File: src/hdl/lcna_pkg.sv
package lcna_pkg;

    localparam int MAX_ROWS    = 64;
    localparam int MAX_COLUMNS = 64;
    localparam int DEPTH       = MAX_ROWS * MAX_COLUMNS;
    localparam int ADDR_W      = $clog2(DEPTH);

    localparam int ROW_W  = 6;
    localparam int COL_W  = 6;
    localparam int AGE_W  = 4;
    localparam int SIZE_W = 7;
    localparam int CNT_W  = 4;

    localparam logic [AGE_W-1:0] AGE_MAX = AGE_W'(9);

    localparam logic [SIZE_W-1:0] WIDTH_RESET  = SIZE_W'(MAX_COLUMNS);
    localparam logic [SIZE_W-1:0] LENGTH_RESET = SIZE_W'(MAX_ROWS);

    localparam logic ACT_WRITE = 1'b0;
    localparam logic ACT_QUERY = 1'b1;

    localparam logic REG_WIDTH  = 1'b0;
    localparam logic REG_LENGTH = 1'b1;

    localparam logic [1:0] SEL_PREV = 2'd0;
    localparam logic [1:0] SEL_MID  = 2'd1;
    localparam logic [1:0] SEL_NEXT = 2'd2;

    typedef enum logic [2:0] {
        ST_CLEAR,
        ST_IDLE,
        ST_EXEC,
        ST_READ,
        ST_LAST,
        ST_EMIT
    } t_state;

    typedef struct packed {
        logic [SIZE_W-1:0] eff_width;
        logic [SIZE_W-1:0] eff_length;
    } t_geom;

    typedef struct packed {
        logic clear;
        logic load;
        logic wr;
        logic rd_start;
        logic rd;
        logic err_res;
        logic finish;
        logic emit;
    } t_cmd;

    typedef struct packed {
        logic clear_done;
        logic is_query;
        logic in_range;
        logic last_step;
        logic out_free;
    } t_stat;

endpackage

File: src/hdl/lcna_regs.sv
module lcna_regs (
    input  logic                  i_clk,
    input  logic                  i_rst_n,
    input  logic                  psel,
    input  logic                  penable,
    input  logic                  pwrite,
    input  logic [2:0]            paddr,
    input  logic [31:0]           pwdata,
    output logic [31:0]           prdata,
    output logic                  pready,
    output lcna_pkg::t_geom       o_geom
);

    logic [lcna_pkg::SIZE_W-1:0] r_width;
    logic [lcna_pkg::SIZE_W-1:0] r_length;
    logic                        w_wr;

    assign pready = 1'b1;
    assign w_wr   = psel & penable & pwrite;

    always_ff @(posedge i_clk) begin
        if (!i_rst_n) begin
            r_width  <= lcna_pkg::WIDTH_RESET;
            r_length <= lcna_pkg::LENGTH_RESET;
        end else if (w_wr) begin
            case (paddr[2])
                lcna_pkg::REG_WIDTH:  r_width  <= pwdata[lcna_pkg::SIZE_W-1:0];
                lcna_pkg::REG_LENGTH: r_length <= pwdata[lcna_pkg::SIZE_W-1:0];
                default: ;
            endcase
        end
    end

    always_comb begin
        case (paddr[2])
            lcna_pkg::REG_WIDTH:  prdata = 32'(r_width);
            lcna_pkg::REG_LENGTH: prdata = 32'(r_length);
            default:              prdata = '0;
        endcase
    end

    // zero acts as one, oversize acts as the maximum
    always_comb begin
        if (r_width == '0) begin
            o_geom.eff_width = lcna_pkg::SIZE_W'(1);
        end else if (r_width > lcna_pkg::WIDTH_RESET) begin
            o_geom.eff_width = lcna_pkg::WIDTH_RESET;
        end else begin
            o_geom.eff_width = r_width;
        end
        if (r_length == '0) begin
            o_geom.eff_length = lcna_pkg::SIZE_W'(1);
        end else if (r_length > lcna_pkg::LENGTH_RESET) begin
            o_geom.eff_length = lcna_pkg::LENGTH_RESET;
        end else begin
            o_geom.eff_length = r_length;
        end
    end

endmodule

File: config.mk
export PLATFORM = sky130hd
export DESIGN_NAME = lcna_regs
export DESIGN_NICKNAME = d
export VERILOG_FILES = /design/src/hdl/lcna_pkg.sv /design/src/hdl/lcna_regs.sv
export SDC_FILE = /design/constraint.sdc
export NUM_CORES = 1
export LEC_CHECK = 0
export BUFFER_PORTS_ARGS = -buffer_cell sky130_fd_sc_hd__buf_2
export CAP_MARGIN = 5
export CORE_ASPECT_RATIO = 1.25
export CORE_MARGIN = 4
export CORE_UTILIZATION = 30
export DETAILED_ROUTE_END_ITERATION = 8
export PLACE_DENSITY_LB_ADDON = 0.2
export SLEW_MARGIN = 0
export SYNTH_ARGS = -nofsm -noshare
export SYNTH_HDL_FRONTEND = slang
export SYNTH_SLANG_ARGS = --single-unit
File: constraint.sdc
create_clock -name i_clk -period 2.5 [get_ports i_clk]
set_input_delay 0.25 -clock i_clk [delete_from_list [all_inputs] [get_ports i_clk]]
set_output_delay 0.25 -clock i_clk [all_outputs]
set_load 0.03 [all_outputs]
==> Word-level counts from Yosys, hierarchy flattened <==
Index checks and enable logic that the tools add are counted.
{ "word_totals": {"mem_count": 0, "word_cells": 16, "romBits": 0, "ramBits": 0, "inputBits": 40, "latchBits": 0, "register_bits": 14, "output_inout_bits": 47} }
{ "classes": {"n_mul": 0, "add_sub_neg": 0, "magnitude_cmp": 2, "n_eq_ne": 0, "n_div": 0, "shift": 0, "n_reduce_logical": 4, "muxes": 5, "n_bitwise": 3} }
{ "ops": {"columns": ["operator", "count"], "rows": [
  ["case mux 32 bit (2 select lines)", 1],
  ["2-to-1 mux 7 bit", 4],
  ["> comparator 7 bit, second input constant", 2],
  ["zero test 7 bit", 2],
  ["AND reduction 2 bit", 2],
  ["bitwise AND 1 bit", 2],
  ["NOT 1 bit", 1]
]} }

==> Depth between registers and ports, before layout <==
{ "logic_depth": {"word_depth": 3, "mapped_depth": 4} }

==> Worst setup path after synthesis <==
No wires, ideal clock.
{ "synth_path": {"kind": "register to output", "startpoint": "reg r_width[1] in the netlist's numbering", "endpoint": "out o_geom[7] in the netlist's numbering", "slack_ps": 959, "t_required_ps": 2250, "path_buffers": 0, "arrival_time_ps": 1291, "stages_incl_launch_ff": 3, "path_cell_list": "dfxtp_1 or3_1 o41ai_2"} }
{ "synth_rtl": {"columns": ["item", "line_no", "rtl"], "rows": [
  ["start, declared", "lcna_regs.sv:14", "logic [lcna_pkg::SIZE_W-1:0] r_width;"],
  ["start signal, assigned", "lcna_regs.sv:23", "r_width <= lcna_pkg::WIDTH_RESET;"],
  ["start signal, assigned", "lcna_regs.sv:27", "lcna_pkg::REG_WIDTH: r_width <= pwdata[lcna_pkg::SIZE_W-1:0];"],
  ["end, declared", "lcna_regs.sv:11", "output lcna_pkg::t_geom o_geom"]
]} }

==> results.tsv <==
metric	value	unit
outcome	completed	
required time worst endpoint	2250	ps
Via density	4.18	
area grow syn2layout	9.17	%
CP Capture Type	output pin	
combinational share of power	23.1	%
VDD IR-drop max	0.172	mV
minimum clock period after layout	1750	ps
post-synth top area share	28.5	%
CTS buffer count	3	
post-CTS setup buffer count	0	
RSZ-0062 raised after global routing	false	
crit path DAT	1500	ps
Seq/Total Area, Yosys	28.5	%
PD cells	433	nW/µm²
starting density of the core	32.4	%
cell row count	22	
port bufs	33	
DRT Pass-1 Iters	4	
PostCTS Resize Cnt	0	
Cell Chain, Critical Path	or3_1 > o41ai_2 > buf_2	
Synth area leader	dfxtp_1	
Fin Hold WS	235	ps
Mapped Area	982	µm²
Worst-Skew Late Latency	270	ps
Post-Route WL	2010	µm
clk_skew	0	ps
cts hold-fix bufs	0	
share of post-route cells with drive strength above 1	34.6	%
gr ovfl total	0	
Pins Over Slew Limit	0	
HPWL Detailed	1600	µm
WL/cell	11.7	µm
Vias	719	
Clock Power Share	26.6	%
Post-Syn Instances	108	
Synth cell types	14	
# H-tree levels	1	
most common cell after layout, fill and taps aside	buf_2	
Buf+Inv Stages, Crit Path	1	
Switching Fraction	33.9	%
switching power	157	µW
Yosys warnings	0	
CTS tree	done	
Root Buffer Master	clkbuf_4	
final hold vios	0	
Layout Nets	178	
clock slew at reported path FFs	80	ps
final worst slack	750	ps
leak pwr	0.000620	µW
Iter 0 DRT Violations	23	
most frequent cells in the layout	33 x buf_2, 26 x conb_1, 18 x nand2_1	
CP Launch Type	flop	
largest net degree at the start of global routing	22	
gr usage total	8.93	%
met1 Use GR	9.82	%
internal power	307	µW
Core Region	3030	µm²
register bit total from synthesis	14	
Setup Slack @ Placement	1050	ps
fill count	343	
Max-Cap Viols	0	
CP Class	flop to output pin	
final setup violation count	0	
FF+latch area	280	µm²
placed cells	169	
initial antenna violation count	0	
Sequential Power Share	50.3	%
Die Area	4260	µm²
Crit path max-delay family	simple AND/OR/NAND/NOR gates	
Tcrit/Tclk final	70.0	%
CTS sink count	14	
diode count	0	
Critical-path top delay cell	or3_1	
Die Wd	59.2	µm
first-pass GRT wire length	2920	µm
CP peak stage delay	400	ps
die height	72.0	µm
Routed Antenna Nets	0	
Multi-input gate area	559	µm²
Top Usage Layer GRT	met2	
GR Util met2	15.5	%
top cells by area, synth	dfxtp_1 29%, buf_4 20%, mux2i_1 14%	
Peak Freq	571	MHz
# DRC	0	
worst-path fanout max	4	
global-route track usage on met3	2.85	%
Routability Congestion	0.736	
num ports	87	
CTS Buffer Depth	2	
vias in the first global route	622	
final cell count without fillers	172	
Setup TNS Final	0	ps
Syn Area/Cell	9.09	µm²
worst hold path type	primary input to flop	
-- path summary, 6_finish.rpt --
check	startpoint	to	slack [ps]	cells past startpoint
hold reg to reg	r_width[0]	r_width[0]	480	2
hold / removal	pwdata[0]	r_length[0]	240	3
setup / recovery	r_width[1]	o_geom[7]	750	3
setup reg to reg	r_width[6]	r_width[6]	1640	2
-- cell type report --
cell class,count,area share [%]
timing repair buffer,33,15.4
sequential,14,26.1
tap,36,4.20
multi-input combinational,86,52.2
clock buffer,3,2.10
-- state kept, by name (all words and copies together) (netlist names) --
| register | cells |
|---|---|
| r_length | 7 |
| r_width | 7 |
-- layer usage --
metal	share of wire (%)	wire [µm]
met5	0	0
met4	1.1	23
met3	12	239
met2	49	988
met1	38	754
-- cells in the mapped netlist (all sizes together) --
| master | n |
|---|---|
| buf | 28 |
| nand2 | 18 |
| dfxtp | 14 |
| mux2i | 14 |
| nor2b | 13 |
| mux2 | 7 |
| clkbuf | 4 |
| conb | 2 |
| nand2b | 2 |
| o41ai | 2 |
| or3 | 2 |
| nand4 | 1 |
| nand4b | 1 |
-- worst reg2reg max path: cells and delay by family, from the launching register on --
kind	cells	cell delay, ps
DFF	1	570
muxes	1	140
and+or+nand+nor	1	90
-- power groups by stage --
stage	Clock, µW	Combinational (µW)	Sequential (µW)
floorplan	0	121	237
global placement	0	106	239
detailed placement	0	107	239
CTS	128	107	234
global route	137	114	235
finish	123	107	234
-- stage by stage --
stage / utilization [%] / cell area (µm²) / power [µW]
floorplan: - / 1070 / 358
global placement: 34.7 / 1050 / 345
detailed placement: 34.7 / 1050 / 346
CTS: 35.4 / 1070 / 469
global route: 35.4 / 1070 / 487
finish: 35.4 / 1070 / 465
-- cell families (layout without fill, tap and decap cells) --
kind of cell,Yosys count,count (layout),share of synthesized area (%)
AND/OR/NAND/NOR,37,37,21.4
other,2,26,0.765
multiplexers,21,21,22.3
flip-flops,14,14,28.5
buffers and inverters,32,36,23.7
AO/OA/AOI/OAI,2,2,3.31
(Power assumes the default switching activity.)
