## config.mk

```make
export PLATFORM = sky130hd
export DESIGN_NAME = lcna_ctrl
export DESIGN_NICKNAME = d
export VERILOG_FILES = /design/src/hdl/lcna_pkg.sv /design/src/hdl/lcna_ctrl.sv
export SDC_FILE = /design/constraint.sdc
export NUM_CORES = 1
export LEC_CHECK = 0
export ABC_AREA = 1
export ABC_CLOCK_PERIOD_IN_PS = 1070
export BUFFER_PORTS_ARGS = -buffer_cell sky130_fd_sc_hd__buf_2
export CORE_AREA = 2 2 39 41
export CTS_CLUSTER_DIAMETER = 50
export DETAILED_ROUTE_END_ITERATION = 7
export DIE_AREA = 0 0 41 43
export RECOVER_POWER = 100
export SLEW_MARGIN = 20
export SYNTH_ARGS = -nofsm -noshare
export SYNTH_HDL_FRONTEND = slang
export SYNTH_SLANG_ARGS = --single-unit
```

## constraint.sdc

```tcl
create_clock -name i_clk -period 1.07 [get_ports i_clk]
set_input_delay 0.1605 -clock i_clk [delete_from_list [all_inputs] [get_ports i_clk]]
set_output_delay 0.1605 -clock i_clk [all_outputs]
set_load 0.005 [all_outputs]
```

## src/hdl/lcna_pkg.sv

```systemverilog
package lcna_pkg;

    localparam int MAX_ROWS    = 64;
    localparam int MAX_COLUMNS = 64;
    localparam int DEPTH       = MAX_ROWS * MAX_COLUMNS;
    localparam int ADDR_W      = $clog2(DEPTH);

    localparam int ROW_W  = 6;
    localparam int COL_W  = 6;
    localparam int AGE_W  = 4;
    localparam int SIZE_W = 7;
    localparam int CNT_W  = 4;

    localparam logic [AGE_W-1:0] AGE_MAX = AGE_W'(9);

    localparam logic [SIZE_W-1:0] WIDTH_RESET  = SIZE_W'(MAX_COLUMNS);
    localparam logic [SIZE_W-1:0] LENGTH_RESET = SIZE_W'(MAX_ROWS);

    localparam logic ACT_WRITE = 1'b0;
    localparam logic ACT_QUERY = 1'b1;

    localparam logic REG_WIDTH  = 1'b0;
    localparam logic REG_LENGTH = 1'b1;

    localparam logic [1:0] SEL_PREV = 2'd0;
    localparam logic [1:0] SEL_MID  = 2'd1;
    localparam logic [1:0] SEL_NEXT = 2'd2;

    typedef enum logic [2:0] {
        ST_CLEAR,
        ST_IDLE,
        ST_EXEC,
        ST_READ,
        ST_LAST,
        ST_EMIT
    } t_state;

    typedef struct packed {
        logic [SIZE_W-1:0] eff_width;
        logic [SIZE_W-1:0] eff_length;
    } t_geom;

    typedef struct packed {
        logic clear;
        logic load;
        logic wr;
        logic rd_start;
        logic rd;
        logic err_res;
        logic finish;
        logic emit;
    } t_cmd;

    typedef struct packed {
        logic clear_done;
        logic is_query;
        logic in_range;
        logic last_step;
        logic out_free;
    } t_stat;

endpackage

```

## src/hdl/lcna_ctrl.sv

```systemverilog
module lcna_ctrl (
    input  logic             i_clk,
    input  logic             i_rst_n,
    input  logic             i_in_valid,
    input  lcna_pkg::t_stat  i_stat,
    output logic             o_in_ready,
    output lcna_pkg::t_cmd   o_cmd
);

    lcna_pkg::t_state r_state;
    lcna_pkg::t_state n_state;

    always_ff @(posedge i_clk) begin
        if (!i_rst_n) begin
            r_state <= lcna_pkg::ST_CLEAR;
        end else begin
            r_state <= n_state;
        end
    end

    always_comb begin
        n_state = r_state;
        case (r_state)
            lcna_pkg::ST_CLEAR: begin
                if (i_stat.clear_done) n_state = lcna_pkg::ST_IDLE;
            end
            lcna_pkg::ST_IDLE: begin
                if (i_in_valid) n_state = lcna_pkg::ST_EXEC;
            end
            lcna_pkg::ST_EXEC: begin
                if (!i_stat.is_query) begin
                    n_state = lcna_pkg::ST_IDLE;
                end else if (!i_stat.in_range) begin
                    n_state = lcna_pkg::ST_EMIT;
                end else begin
                    n_state = lcna_pkg::ST_READ;
                end
            end
            lcna_pkg::ST_READ: begin
                if (i_stat.last_step) n_state = lcna_pkg::ST_LAST;
            end
            lcna_pkg::ST_LAST: begin
                n_state = lcna_pkg::ST_EMIT;
            end
            lcna_pkg::ST_EMIT: begin
                if (i_stat.out_free) n_state = lcna_pkg::ST_IDLE;
            end
            default: n_state = lcna_pkg::ST_IDLE;
        endcase
    end

    always_comb begin
        o_cmd      = '0;
        o_in_ready = 1'b0;
        case (r_state)
            lcna_pkg::ST_CLEAR: begin
                o_cmd.clear = 1'b1;
            end
            lcna_pkg::ST_IDLE: begin
                o_in_ready = 1'b1;
                o_cmd.load = i_in_valid;
            end
            lcna_pkg::ST_EXEC: begin
                o_cmd.wr       = !i_stat.is_query;
                o_cmd.err_res  = i_stat.is_query & !i_stat.in_range;
                o_cmd.rd_start = i_stat.is_query & i_stat.in_range;
            end
            lcna_pkg::ST_READ: begin
                o_cmd.rd = 1'b1;
            end
            lcna_pkg::ST_LAST: begin
                o_cmd.finish = 1'b1;
            end
            lcna_pkg::ST_EMIT: begin
                o_cmd.emit = i_stat.out_free;
            end
            default: ;
        endcase
    end

endmodule

```

---- Word level (Yosys, flattened, before mapping) ----
Cells that the tools add are included.
Widths: inputs -> output; s select.
word-level totals
  bits in registers ....................... 3
  word-level logic and storage cells ...... 31
  input port bits ......................... 8
operators by class
  bitwise operators ....................... 2
  muxes and demuxes ....................... 15
  equal/unequal tests ..................... 9
  reductions and logical operators ........ 4
operators by type and width
  cell                count
  $mux 3              6
  $pmux 3 s6          1
  $ne 2x2->1 const B  4
  $mux 1              7
  $eq 3x2->1 const B  2
  $eq 3x3->1 const B  2
  $reduce_and 4->1    1
  $eq 3x1->1 const B  1
  $logic_not 3->1     1
  $and 1x1->1         2
  $logic_not 1->1     2
  $mux 2              1

---- Depth between registers and ports, before layout ----
Gate-level depths: netlist of the first run.
  depth in word-level cells ............... 3
  depth in mapped cells ................... 7
  depth with buffers taken out ............ 7

---- Least setup slack after synthesis of the first run ----
OpenSTA, ideal clock, no wires.
  path kind ............................... register to register
  start ................................... reg r_state[1]
  end ..................................... reg r_state[2]
  library setup time ...................... 0.118 ns
  required time ........................... 0.952 ns
  path buffers ............................ 0
  stages on the path, launching flop included .. 8
  data arrival time ....................... 0.853 ns
  path slack .............................. 0.099 ns
  cell sequence ........................... dfxtp_1 > nand2_1 > nor2_2 > nand2_1 > nand2_1 > nor2_2 > nand2_1 > a21oi_1
on the way
  word-level cells in the longest chain between the ends .. 3
  elaborated cells between the ends (all ways) .. 12
  those cells by class .................... eq/ne (9); mux (1); reduce/logical (2)
RTL lines
  item                                line             RTL
  start, declared                     lcna_ctrl.sv:10  lcna_pkg::t_state r_state;
  start signal, assigned              lcna_ctrl.sv:15  r_state <= lcna_pkg::ST_CLEAR;
  start signal, assigned              lcna_ctrl.sv:17  r_state <= n_state;
  $eq 3x2->1 (tied with other cells)  lcna_ctrl.sv:23  case (r_state)
  $ne 2x2->1 (no line)                --
  $reduce_and 4->1 (no line)          --
Several ways; a longest one is shown, not always the timed one.
A chain may end at the register's enable or synchronous reset.

==> results, run 1 <==
- The site row count is 14.
- Setup repair after global routing could not meet its margin everywhere.
- The post-synthesis share of cell area spent on and, or, nand and nor gates is 48.2%.
- The combinational power share is 33.2%.
- The placeable core area is 1380 um2.
- The vias after detailed routing is 363.
- The library cell contributing the largest single delay on the critical path is sky130_fd_sc_hd__dfxtp_4.
- The final worst setup slack is -0.139 ns.
- The die is around 43 um tall.
- The netlist uses 11 different library cells.
- In this run the remaining antenna-violating nets after routing total 0.
- The net count of the finished layout is 78.
- The part of the Yosys area used for sequential elements is 24.9%.
- The area added between synthesis and finish is 91.2%.
- After routing the design area is approximately 460 um2.
- The antenna diode count is 0.
- The pin count of the biggest net entering global routing is 7.
- STA classifies the critical path endpoint as a primary output.
- The via count of the first global-routing pass came to 333.
- The post-placement worst setup slack is -0.00234 ns.
- The share of total power in the clock network is 39.5%.
- The count of final hold-check violations was 0.
- The clock net in this run drives a total of 3 sinks.
- After synthesis, the largest family of logic cells by area is simple AND/OR/NAND/NOR gates.
- STA puts the critical path data required time at 0.91 ns.
- Along the worst path, the maximum fanout reaches 5.
- The number of max-slew violations in the final report is 0.
- The total DRC errors in the routed layout is 0.
- The detailed-routing iteration count for the pre-antenna-repair pass is 2.
- The switching fraction of total power is 34.6%.
- The number of warning messages in the yosys log is 0.
- The critical path goes through inv_4 -> nor4_2 -> buf_2.
- Across the run, the number of max-cap violations was 0.
- The first global-routing pass estimated 1.14 mm of wire.
- In this run the tool buffered the top-level ports with 16 buffer cells.
- After the first detailed-routing iteration, the DRC count stood at 1.
- The total CTS buffers is 3.
- The fraction of the mapped netlist area in compound gates is 8.29%.
- The register bit count reported by yosys is 3.
- The synthesized-area fraction occupied by adder cells is 0%.
- The overall die area is 1760 um2.
- Each instance of the synthesized netlist takes up on average roughly 5.2 um2.
- The total congestion overflow is 0.
- The number of top-level pins is 17.
- The number of antenna violations at the first check in global routing was 0.
- The HPWL after detailed placement is 528 um.
- Hold repair after CTS inserted 0 buffers.
- The path category of the worst min-delay check is input port to flop.
- The final wirelength is 766 um.
- The total power divided by cell area is around 1100 nW/um2.
- The die width is 41 um.
- No sink is reached through more buffers than the 2 on the longest clock path.
- Sequential cells burn 27.3% of the power.
- The initial core utilization is 17.5%.
- The maximum vdd drop is 303 uV.
- The CTS H-tree depth is 1.
- STA classifies the critical path startpoint as a flop.
- At the pin with the least slew margin, the transition time is 0.195 ns.
- In the final layout, the registers with the most flip-flops are r_state: 3 flops.
- The root buffer cell is sky130_fd_sc_hd__clkbuf_4.
- Summing every instance area after synthesis gives ~240 um2.
- In this run the cell area measured after placement is 349 um2.
- In this run the static leakage power is 0.262 nW.
- The parity-gate share of the synthesized area counting xor and xnor cells is 0%.
- Synthesis handed over a netlist of 46 instances.
- r_state holds more flip-flops than any other register.
- In the final routed layout, each cell accounts on average for roughly 9.0 um.
- The CTS tree is done.
- The switching power summed over all nets is roughly 180 uW.
- The final estimated routing congestion in global placement is 0.737.
- The checks that failed: negative setup slack.
- The final critical path takes up 113% of the cycle.
- The net count of the mapped netlist is 54.
- The worst setup path is of the flop to primary output kind.
- The worst path in the final design needs a cycle of roughly 1.2 ns, including I/O delays and setup.
- The worst-case clock skew is 0.00743 ns.
- The maximum cell stage delay along the critical path is ~0.40 ns.
- At the later pin of the worst-skew pair, clock insertion delay measures 0.24 ns.
- The relative max-transition margin is 86.9%.
- The peak clock frequency supported by timing is a little over 800 MHz.
- The fraction of layout instances using a drive strength above 1 is about 58%.
- In the synthesized netlist, mux cells make up 0% of the area.
- The cell internal power dissipation is 344 uW.
- The clock slew seen by the registers of the worst setup and hold paths is 0.04 ns.
- Dividing the detail-routed via count by the number of cells gives 4.27.
- The flow ran to the end, but the final reports show violations.
- Setup violations remaining at the end of the flow were counted as 11.
- The register with the most flip-flops in the layout has 3 of them.
- The data arrival time at the worst-slack endpoint is 1.05 ns.
- The total track usage is 9.94%.
critical path, delay by kind of cell, from the launching register on:
| kind | cells | cell delay [ns] |
|---|---|---|
| DFF | 1 | 0.40 |
| buffers and inverters | 2 | 0.20 |
| and+or+nand+nor | 1 | 0.20 |
final timing paths:
check,start,to,slack [ns],cells past startpoint
hold reg to reg,r_state[0],r_state[2],0.62,2
setup / recovery,r_state[2],o_cmd[0],-0.14,3
hold / removal,i_rst_n,r_state[0],0.16,3
setup reg to reg,r_state[0],r_state[1],-0.06,8
metal layers:
metal  up-vias  routed length (um)  track usage, %
met4         0                  14            8.00
met1       159                 307            9.97
met2        15                 391            15.6
met3         2                  53            3.14
li1        187                   -               -
met5         -                   0               0
final cells by class:
| cell class | instances | area (um2) |
|---|---|---|
| Tap cell | 16 | 20.0 |
| Multi-Input combinational cell | 31 | 188 |
| Clock buffer | 4 | 26.3 |
| Fill cell | 159 | 922 |
| Timing Repair Buffer | 19 | 106 |
| Inverter | 12 | 50.0 |
| Sequential cell | 3 | 71.3 |
cell families after synthesis:
logic type / after synthesis
simple gates: 27
buf+inv: 12
compound gates: 4
flops: 3
cell usage in the layout, fill, tap and decap left out:
| master | count |
|---|---|
| sky130_fd_sc_hd__inv_1 | 9 |
| sky130_fd_sc_hd__buf_2 | 16 |
| sky130_fd_sc_hd__nor4_2 | 1 |
| sky130_fd_sc_hd__o21ai_0 | 1 |
| sky130_fd_sc_hd__clkbuf_1 | 1 |
| sky130_fd_sc_hd__a21oi_1 | 3 |
| sky130_fd_sc_hd__dfxtp_4 | 3 |
| sky130_fd_sc_hd__nor2_4 | 4 |
| sky130_fd_sc_hd__nand2_1 | 7 |
| sky130_fd_sc_hd__nor2_2 | 2 |
| sky130_fd_sc_hd__nand3_1 | 1 |
| sky130_fd_sc_hd__clkbuf_4 | 3 |
| sky130_fd_sc_hd__nand4_1 | 2 |
| sky130_fd_sc_hd__nor2_1 | 5 |
| sky130_fd_sc_hd__buf_6 | 1 |
| sky130_fd_sc_hd__buf_4 | 2 |
| sky130_fd_sc_hd__nand3_2 | 1 |
| sky130_fd_sc_hd__inv_4 | 2 |
| sky130_fd_sc_hd__inv_2 | 1 |
| sky130_fd_sc_hd__nand2_2 | 4 |
per-stage QoR:
step | hold WS, ns | total power, mW | std cells | utilization (%) | TNS [ns]
finish | 0.157 | 0.526 | 85 | 33.4 | -0.854
floorplan | 0.285 | 0.211 | 46 | - | 0
CTS | 0.161 | 0.490 | 85 | 30.2 | -0.864
detailed placement | 0.417 | 0.266 | 79 | 25.2 | -0.00234
global route | 0.153 | 0.569 | 85 | 33.4 | -1.70
global placement | 0.411 | 0.264 | 79 | 25.2 | -0.0288
cells in the mapped netlist, drive strengths merged:
library cell,count,area (um2)
a21oi,3,15.0
nand3,2,10.0
nand2,11,41.3
nand4,2,12.5
inv,12,45.0
o21ai,1,5.00
nor4,1,6.26
nor2,11,46.3
dfxtp,3,60.1
power by group through the flow:
stage          clock network, mW  logic [mW]  registers [mW]
2_1_floorplan                  0      0.0766           0.134
3_3_place_gp                   0       0.128           0.136
3_5_place_dp                   0       0.129           0.137
4_1_cts                    0.206       0.147           0.136
5_1_grt                    0.226       0.199           0.145
6_report                   0.208       0.175           0.144
what timing repair did:
action,4_1_cts,5_1_grt
pin swaps,5,7
buffers inserted,2,0
setup endpoints to repair,11,12
resized for setup,12,13
No activity file was read; power rests on OpenSTA's default activity.
==> run 2, diff against run 1 <==
--- a/config.mk
+++ b/config.mk
@@ -7,7 +7,8 @@
 export LEC_CHECK = 0
 export ABC_AREA = 1
 export ABC_CLOCK_PERIOD_IN_PS = 1070
-export BUFFER_PORTS_ARGS = -buffer_cell sky130_fd_sc_hd__buf_2
+export BUFFER_PORTS_ARGS = -buffer_cell sky130_fd_sc_hd__buf_4
+export CAP_MARGIN = 30
 export CORE_AREA = 2 2 39 41
 export CTS_CLUSTER_DIAMETER = 50
 export DETAILED_ROUTE_END_ITERATION = 7
==> run 2 against run 1 <==
Compared with the run above: the run still ends with negative setup slack left; wire length increased by 5.1%; sequential power about the same; flip-flop and latch count unchanged; largest cell class unchanged; largest power group is now combinational logic; highest routed layer unchanged.
==> results, run 2 (synthesized netlist as in run 1, its figures left out) <==
- The final design utilization is 38.2% (+4.9 points).
- The switching power summed over all nets is 189 uW (+3.8%).
- The cell count of the worst hold path is 3 (unchanged).
- The static leakage is 0.285 nW (+8.8%).
- The CTS H-tree depth is 1 (unchanged).
- The post-route fraction of the period consumed by the critical path is 115% (+1.8 points).
- The path with the worst hold slack has its endpoint at r_state[2].
- The post-route minimum period is 1.23 ns (+0.0193 ns).
- The count of nets after finishing is 81 (+3.8%).
- STA classifies the critical path startpoint as a flop.
- The beginning of the worst register-to-register path is r_state[0].
- In this run the critical register-to-register path is captured at r_state[1].
- The setup-violating endpoint count in the final report was 12 (+1).
- The number of clock sinks was 3 (unchanged).
- The share of total power in the clock network is 36.8% (-2.7 points).
- The cell depth of the worst flop-to-flop path is 8 (unchanged).
- The total power divided by cell area was 1050 nW/um2 (-7.4%).
- The number of max-slew violations in the final report is 0 (unchanged).
- The final estimated routing congestion in global placement is 0.747 (+1.4%).
- The clock slew seen by the registers of the worst setup and hold paths is 0.04 ns (about the same).
- The overall die area was 1760 um2 (unchanged).
- The total of buffers placed on input and output ports came to 16 (unchanged).
- The number of fill cells in the layout is 155 (-2.5%).
- The data arrival time at the worst-slack endpoint is 1.07 ns (+0.02 ns).
- The total congestion overflow is 0 (unchanged).
- TritonCTS built the clock tree.
- The floorplan die height is 43 um (unchanged).
- The sequential cell area came to 71.3 um2 (unchanged).
- The wire length per cell after detailed routing came to 9.15 um (+1.5%).
- The detailed-routing iteration count for the pre-antenna-repair pass is 1 (-1).
- The HPWL after detailed placement is 532 um (+0.83%).
- The latest clock arrival within the worst-skew pair is 0.24 ns (about the same).
- In the layout the commonest cells are sky130_fd_sc_hd__buf_4, sky130_fd_sc_hd__inv_1, sky130_fd_sc_hd__nand2_1.
- The area added between synthesis and finish is 119%.
- The antenna violation net count after detailed routing is 0 (unchanged).
- The placed instance area was 397 um2 (+14%).
- The startpoint of the worst hold path is i_rst_n.
- The total CTS buffers came to 3 (unchanged).
- The number of design-rule violations left by the first detailed-router iteration is 0 (-1).
- The critical path endpoint category is a primary output.
- The final wirelength is 805 um (+5.1%).
- The via count of the first global-routing pass is 317 (-4.8%).
- The vias after detailed routing came to 357 (-1.7%).
- The post-placement worst setup slack was -0.0149 ns (-0.0125 ns).
- The initial core utilization is 17.5% (unchanged).
- The fraction of layout instances using a drive strength above 1 came to 59.7% (+1.8 points).
- The cell area after layout is 529 um2 (+15%).
- The maximum vdd drop is 290 uV (-4.1%).
- The critical path is of the flop to primary output type.
- The total track usage is 10.2% (+0.22 points).
- The largest fanout on the critical path is 6 (+1).
- The peak clock frequency supported by timing is 814 MHz (-1.6%).
- The flip-flop count of the largest register after layout is 3 (unchanged).
- The register bank with the most flops is r_state.
- The number of vias per cell is 4.06 (-5.0%).
- The slew of the pin with the lowest slew margin is 0.203 ns (+0.00769 ns).
- The site row count is 14 (unchanged).
- The final worst setup slack is -0.159 ns (-0.0193 ns).
- The placeable core area came to 1380 um2 (unchanged).
- Setup repair after global routing could not meet its margin everywhere.
- The switching fraction of total power is 33.8% (-0.74 points).
- The path category of the worst min-delay check is input port to flop.
- The root buffer cell is sky130_fd_sc_hd__clkbuf_4.
- The largest buffer count on any clock path came to 2 (unchanged).
- The relative max-transition margin is 86.4% (-0.51 points).
- The setup slack of the worst register-to-register path was -0.10 ns (-0.04 ns).
- The largest registers in the layout are r_state: 3 flops.
- The final instance count without filler cells was 88 (+3.5%).
- The number of top-level pins was 17 (unchanged).
- The post-layout total power is 558 uW (+6.1%).
- The number of antenna violations at the first check in global routing came to 0 (unchanged).
- The global-route wire length before repair is 1.15 mm (+1.2%).
- The die width came to 41 um (unchanged).
- The final reports fail on negative setup slack.
- The number of max-cap violations is 0 (unchanged).
- The count of final hold-check violations is 0 (unchanged).
- The required time at the worst-slack endpoint is 0.91 ns (about the same).
- The worst-case clock skew was 0.00272 ns (-0.00471 ns).
- The power share of the sequential group is 25.8% (-1.5 points).
- Leaving out fill and tap cells, the most frequent cell in the layout is sky130_fd_sc_hd__buf_4.
- The flow ran to the end, but the final reports show violations.
- The antenna diode count is 0 (unchanged).
- The cell internal power dissipation came to 369 uW (+7.3%).
- The total placed cells including tap cells is 80 (+1.3%).
- The combinational power share is 37.5% (+4.3 points).
- The total DRC errors in the routed layout is 0 (unchanged).
- The pin count of the biggest net entering global routing came to 7 (unchanged).
- The area taken by multi-input logic gates is 193 um2 (+2.7%).
## run 2: changes by cell type in the layout (fill, tap and decap cells not counted)
| cell | before | now |
|---|---|---|
| sky130_fd_sc_hd__inv_2 | 1 | 0 |
| sky130_fd_sc_hd__nor4_4 | 0 | 1 |
| sky130_fd_sc_hd__inv_1 | 9 | 10 |
| sky130_fd_sc_hd__buf_2 | 16 | 0 |
| sky130_fd_sc_hd__nor2_2 | 2 | 4 |
| sky130_fd_sc_hd__nor2_4 | 4 | 3 |
| sky130_fd_sc_hd__a21oi_1 | 3 | 2 |
| sky130_fd_sc_hd__nor2_1 | 5 | 4 |
| sky130_fd_sc_hd__nand3_1 | 1 | 2 |
| sky130_fd_sc_hd__nand3_2 | 1 | 0 |
| sky130_fd_sc_hd__a21oi_2 | 0 | 1 |
| sky130_fd_sc_hd__buf_4 | 2 | 21 |
| sky130_fd_sc_hd__nor4_2 | 1 | 0 |
## run 2: how the worst max path moves through the flow
| stage | from | end | slack [ns] | cells past startpoint |
|---|---|---|---|---|
| final | r_state[2] | o_cmd[0] | -0.16 | 3 |
| after global routing | r_state[2] | o_cmd[0] | -0.22 | 3 |
| after CTS | r_state[0] | o_cmd[6] | -0.15 | 5 |
| after detailed placement | r_state[2] | r_state[1] | -0.01 | 6 |
| after global placement | r_state[2] | o_cmd[0] | -0.03 | 3 |
| after floorplan | r_state[1] | r_state[2] | 0.1 | 7 |
## run 2: area by class of cell
cell class / instances / share of cell area [%]
multi-input combinational: 31 / 36.4
timing repair buffer: 22 / 31.9
sequential: 3 / 13.5
inverter: 12 / 9.46
clock buffer: 4 / 4.96
tap: 16 / 3.78
## run 2: per-stage QoR
step / setup TNS (ns) / hold slack (ns)
2_1_floorplan: 0 / 0.285
3_3_place_gp: -0.0364 / 0.420
3_5_place_dp: -0.0275 / 0.420
4_1_cts: -1.09 / 0.164
5_1_grt: -1.74 / 0.160
6_report: -1.06 / 0.169
## run 2: critical path, cell delays in order, from the launching register on
cell and delay [ns]:
sky130_fd_sc_hd__dfxtp_4 0.41, sky130_fd_sc_hd__inv_4 0.06, sky130_fd_sc_hd__nor4_4 0.21, sky130_fd_sc_hd__buf_4 0.15
## run 2: per-layer routing
layer | wire length [um] | share of wire (%) | global-route usage (%) | vias up
met5 | 0 | 0 | 0 | -
met4 | 19 | 2.4 | 10.0 | 0
li1 | - | - | - | 191
met3 | 53 | 6.6 | 3.14 | 2
met2 | 403 | 50 | 14.4 | 15
met1 | 328 | 41 | 11.0 | 149
## run 2: what timing repair did
| action | CTS | global route |
|---|---|---|
| setup buffers | 2 | 2 |
| endpoints found under the setup margin | 11 | 12 |
| hold buffers | 0 | 0 |
| resized for setup | 10 | 15 |
| pin swaps | 5 | 7 |
| gates cloned | 0 | 0 |
## run 2: power groups by stage
stage                     registers [mW]  logic (mW)  clock network, mW
final                              0.144       0.209              0.205
after global routing               0.145       0.230              0.227
after CTS                          0.137       0.165              0.209
after detailed placement           0.136       0.150                  0
after global placement             0.136       0.149                  0
after floorplan                    0.134      0.0766                  0
==> run 3, diff against run 2 <==
--- a/config.mk
+++ b/config.mk
@@ -7,7 +7,7 @@
 export LEC_CHECK = 0
 export ABC_AREA = 1
 export ABC_CLOCK_PERIOD_IN_PS = 1070
-export BUFFER_PORTS_ARGS = -buffer_cell sky130_fd_sc_hd__buf_4
+export BUFFER_PORTS_ARGS = -buffer_cell sky130_fd_sc_hd__clkbuf_2
 export CAP_MARGIN = 30
 export CORE_AREA = 2 2 39 41
 export CTS_CLUSTER_DIAMETER = 50
==> run 3 against run 2 <==
Compared with the run above: largest power group is now the clock network; the flow still finishes with violations (negative setup slack); combinational power fell by 14%; critical path depth rose by 1; clock-buffer cell count did not move; global-route usage rose by 1.4 points; via count rose by 1.7%; worst hold slack got worse by 0.023 ns.
==> results, run 3 (synthesized netlist as in run 1, its figures left out) <==
- The flow ran to the end, but the final reports show violations.
- The checks that failed: negative setup slack.
- The CTS H-tree depth was 1 (unchanged).
- The number of design-rule violations left by the first detailed-router iteration is 2 (+2).
- The total congestion overflow was 0 (unchanged).
- The maximum vdd drop was 289 uV (-0.52%).
- The floorplan die height was 43 um (unchanged).
- The vias after detailed routing is 363 (+1.7%).
- The root buffer cell is sky130_fd_sc_hd__clkbuf_4.
- The final wirelength is 739 um (-8.2%).
- The path category of the worst min-delay check is input port to flop.
- The initial core utilization is 17.5% (unchanged).
- The CTS tree is done.
- The cell depth of the worst flop-to-flop path came to 8 (unchanged).
- The class of the most critical setup path is flop to primary output.
- The sequential cell area came to 71.3 um2 (unchanged).
- The total placed cells including tap cells is 80 (unchanged).
- The site row count is 14 (unchanged).
- The final worst setup slack is -0.118 ns (+0.0404 ns).
- The clock slew seen by the registers of the worst setup and hold paths is 0.04 ns (about the same).
- The peak clock frequency supported by timing is 842 MHz (+3.4%).
- The total track usage is 11.5% (+1.4 points).
- The latest clock arrival within the worst-skew pair came to 0.24 ns (about the same).
- The count of final hold-check violations is 0 (unchanged).
- The final estimated routing congestion in global placement is 0.708 (-5.3%).
- The number of clock sinks came to 3 (unchanged).
- The post-route fraction of the period consumed by the critical path came to 111% (-3.8 points).
- The antenna diode count is 0 (unchanged).
- The number of max-cap violations is 0 (unchanged).
- The setup-violating endpoint count in the final report is 11 (-1).
- The number of antenna violations at the first check in global routing is 0 (unchanged).
- The static leakage is 0.277 nW (-2.9%).
- The relative max-transition margin came to 87.9% (+1.5 points).
- Leaving out fill and tap cells, the most frequent cells in the layout are sky130_fd_sc_hd__clkbuf_2, sky130_fd_sc_hd__inv_1, sky130_fd_sc_hd__nand2_1.
- The fraction of layout instances using a drive strength above 1 is 58.3% (-1.4 points).
- The total DRC errors in the routed layout is 0 (unchanged).
- The worst-case clock skew was 0.00337 ns (+0.000646 ns).
- The number of fill cells in the layout is 160 (+3.2%).
- The antenna violation net count after detailed routing is 0 (unchanged).
- The detailed-routing iteration count for the pre-antenna-repair pass is 4 (+3).
- The required time at the worst-slack endpoint is 0.91 ns (about the same).
- The number of vias per cell is 4.13 (+1.7%).
- In the final layout, the registers with the most flip-flops are r_state: 3 flops.
- The number of top-level pins is 17 (unchanged).
- STA classifies the critical path endpoint as a primary output.
- The area growth from synthesis to layout is 97.4%.
- The global-route wire length before repair is 1.29 mm (+12%).
- The total CTS buffers is 3 (unchanged).
- The slew of the pin with the lowest slew margin is 0.180 ns (-0.0228 ns).
- Setup repair after global routing could not meet its margin everywhere.
- The most common cell after layout, fill and taps aside is sky130_fd_sc_hd__clkbuf_2.
- The number of max-slew violations in the final report came to 0 (unchanged).
- The post-route minimum period is 1.19 ns (-0.0404 ns).
- The wire length per cell after detailed routing is 8.40 um (-8.2%).
- Counting flops per register, the top entry is r_state.
- The cell count of the worst hold path is 3 (unchanged).
- The worst setup path is launched from a flop.
- The hold buffer count at CTS is 0 (unchanged).
- The flip-flop count of the largest register after layout was 3 (unchanged).
- The final instance count without filler cells came to 88 (unchanged).
- The count of nets after finishing came to 81 (unchanged).
- The pin count of the biggest net entering global routing is 6 (-1).
- The total of buffers placed on input and output ports is 16 (unchanged).
- The final design utilization is 34.4% (-3.8 points).
- The die width is 41 um (unchanged).
- The largest buffer count on any clock path was 2 (unchanged).
- The area taken by multi-input logic gates is 183 um2 (-5.2%).
- The overall die area is 1760 um2 (unchanged).
- The via count of the first global-routing pass came to 328 (+3.5%).
- The total power divided by cell area is 1100 nW/um2 (+4.3%).
- The largest fanout on the critical path was 5 (-1).
- The HPWL after detailed placement came to 517 um (-2.8%).
- The data arrival time at the worst-slack endpoint came to 1.03 ns (-0.04 ns).
- The placeable core area is 1380 um2 (unchanged).
## run 3: cell types whose count changed in the layout (fill, tap and decap cells not counted), sizes merged
cell	delta
buf	-11
clkbuf	+11
## run 3: path summary, 6_finish.rpt
| kind | start | end | slack [ns] |
|---|---|---|---|
| setup / recovery | r_state[0] | o_cmd[1] | -0.12 |
| hold reg to reg | r_state[0] | r_state[2] | 0.62 |
| setup reg to reg | r_state[0] | r_state[2] | -0.03 |
| hold / removal | i_rst_n | r_state[0] | 0.15 |
## run 3: metrics by stage
stage,worst slack (ns),total power [mW],hold slack (ns),area (um2),setup TNS (ns)
2_1_floorplan,0.0992,0.211,0.285,241,0
3_3_place_gp,-0.0309,0.270,0.398,357,-0.0365
3_5_place_dp,-0.00466,0.270,0.402,357,-0.00593
4_1_cts,-0.154,0.506,0.140,437,-0.987
5_1_grt,-0.195,0.574,0.143,477,-1.71
6_report,-0.118,0.524,0.146,477,-0.843
## run 3: final cells by class
class | instances | area share, %
multi-input combinational | 31 | 38.3
tap | 16 | 4.20
clock buffer | 4 | 5.51
timing repair buffer | 22 | 27.0
inverter | 12 | 9.97
sequential | 3 | 15.0
## run 3: power by group
group | total [mW] | internal [mW] | leakage, nW | switching [mW]
clock | 0.203 | 0.140 | 0.0150 | 0.0627
combinational | 0.179 | 0.0878 | 0.235 | 0.0912
sequential | 0.143 | 0.122 | 0.0267 | 0.0205
## run 3: routing by layer
layer | track usage (%) | vias to the layer above | wire length [um]
met5 | 0 | - | 0
met4 | 12.0 | 0 | 30
met3 | 3.14 | 4 | 56
met2 | 16.3 | 17 | 355
met1 | 12.5 | 151 | 297
li1 | - | 191 | -
## run 3: what timing repair did
item,4_1_cts,5_1_grt
setup buffers,2,2
pin swaps,3,3
resized for setup,14,13
setup endpoints to repair,11,12
## run 3: critical path: stages, from the launching register on
cell and delay [ns]:
sky130_fd_sc_hd__dfxtp_4 0.36, sky130_fd_sc_hd__nor2_2 0.12, sky130_fd_sc_hd__inv_1 0.07, sky130_fd_sc_hd__nor2_2 0.12
sky130_fd_sc_hd__clkbuf_2 0.12
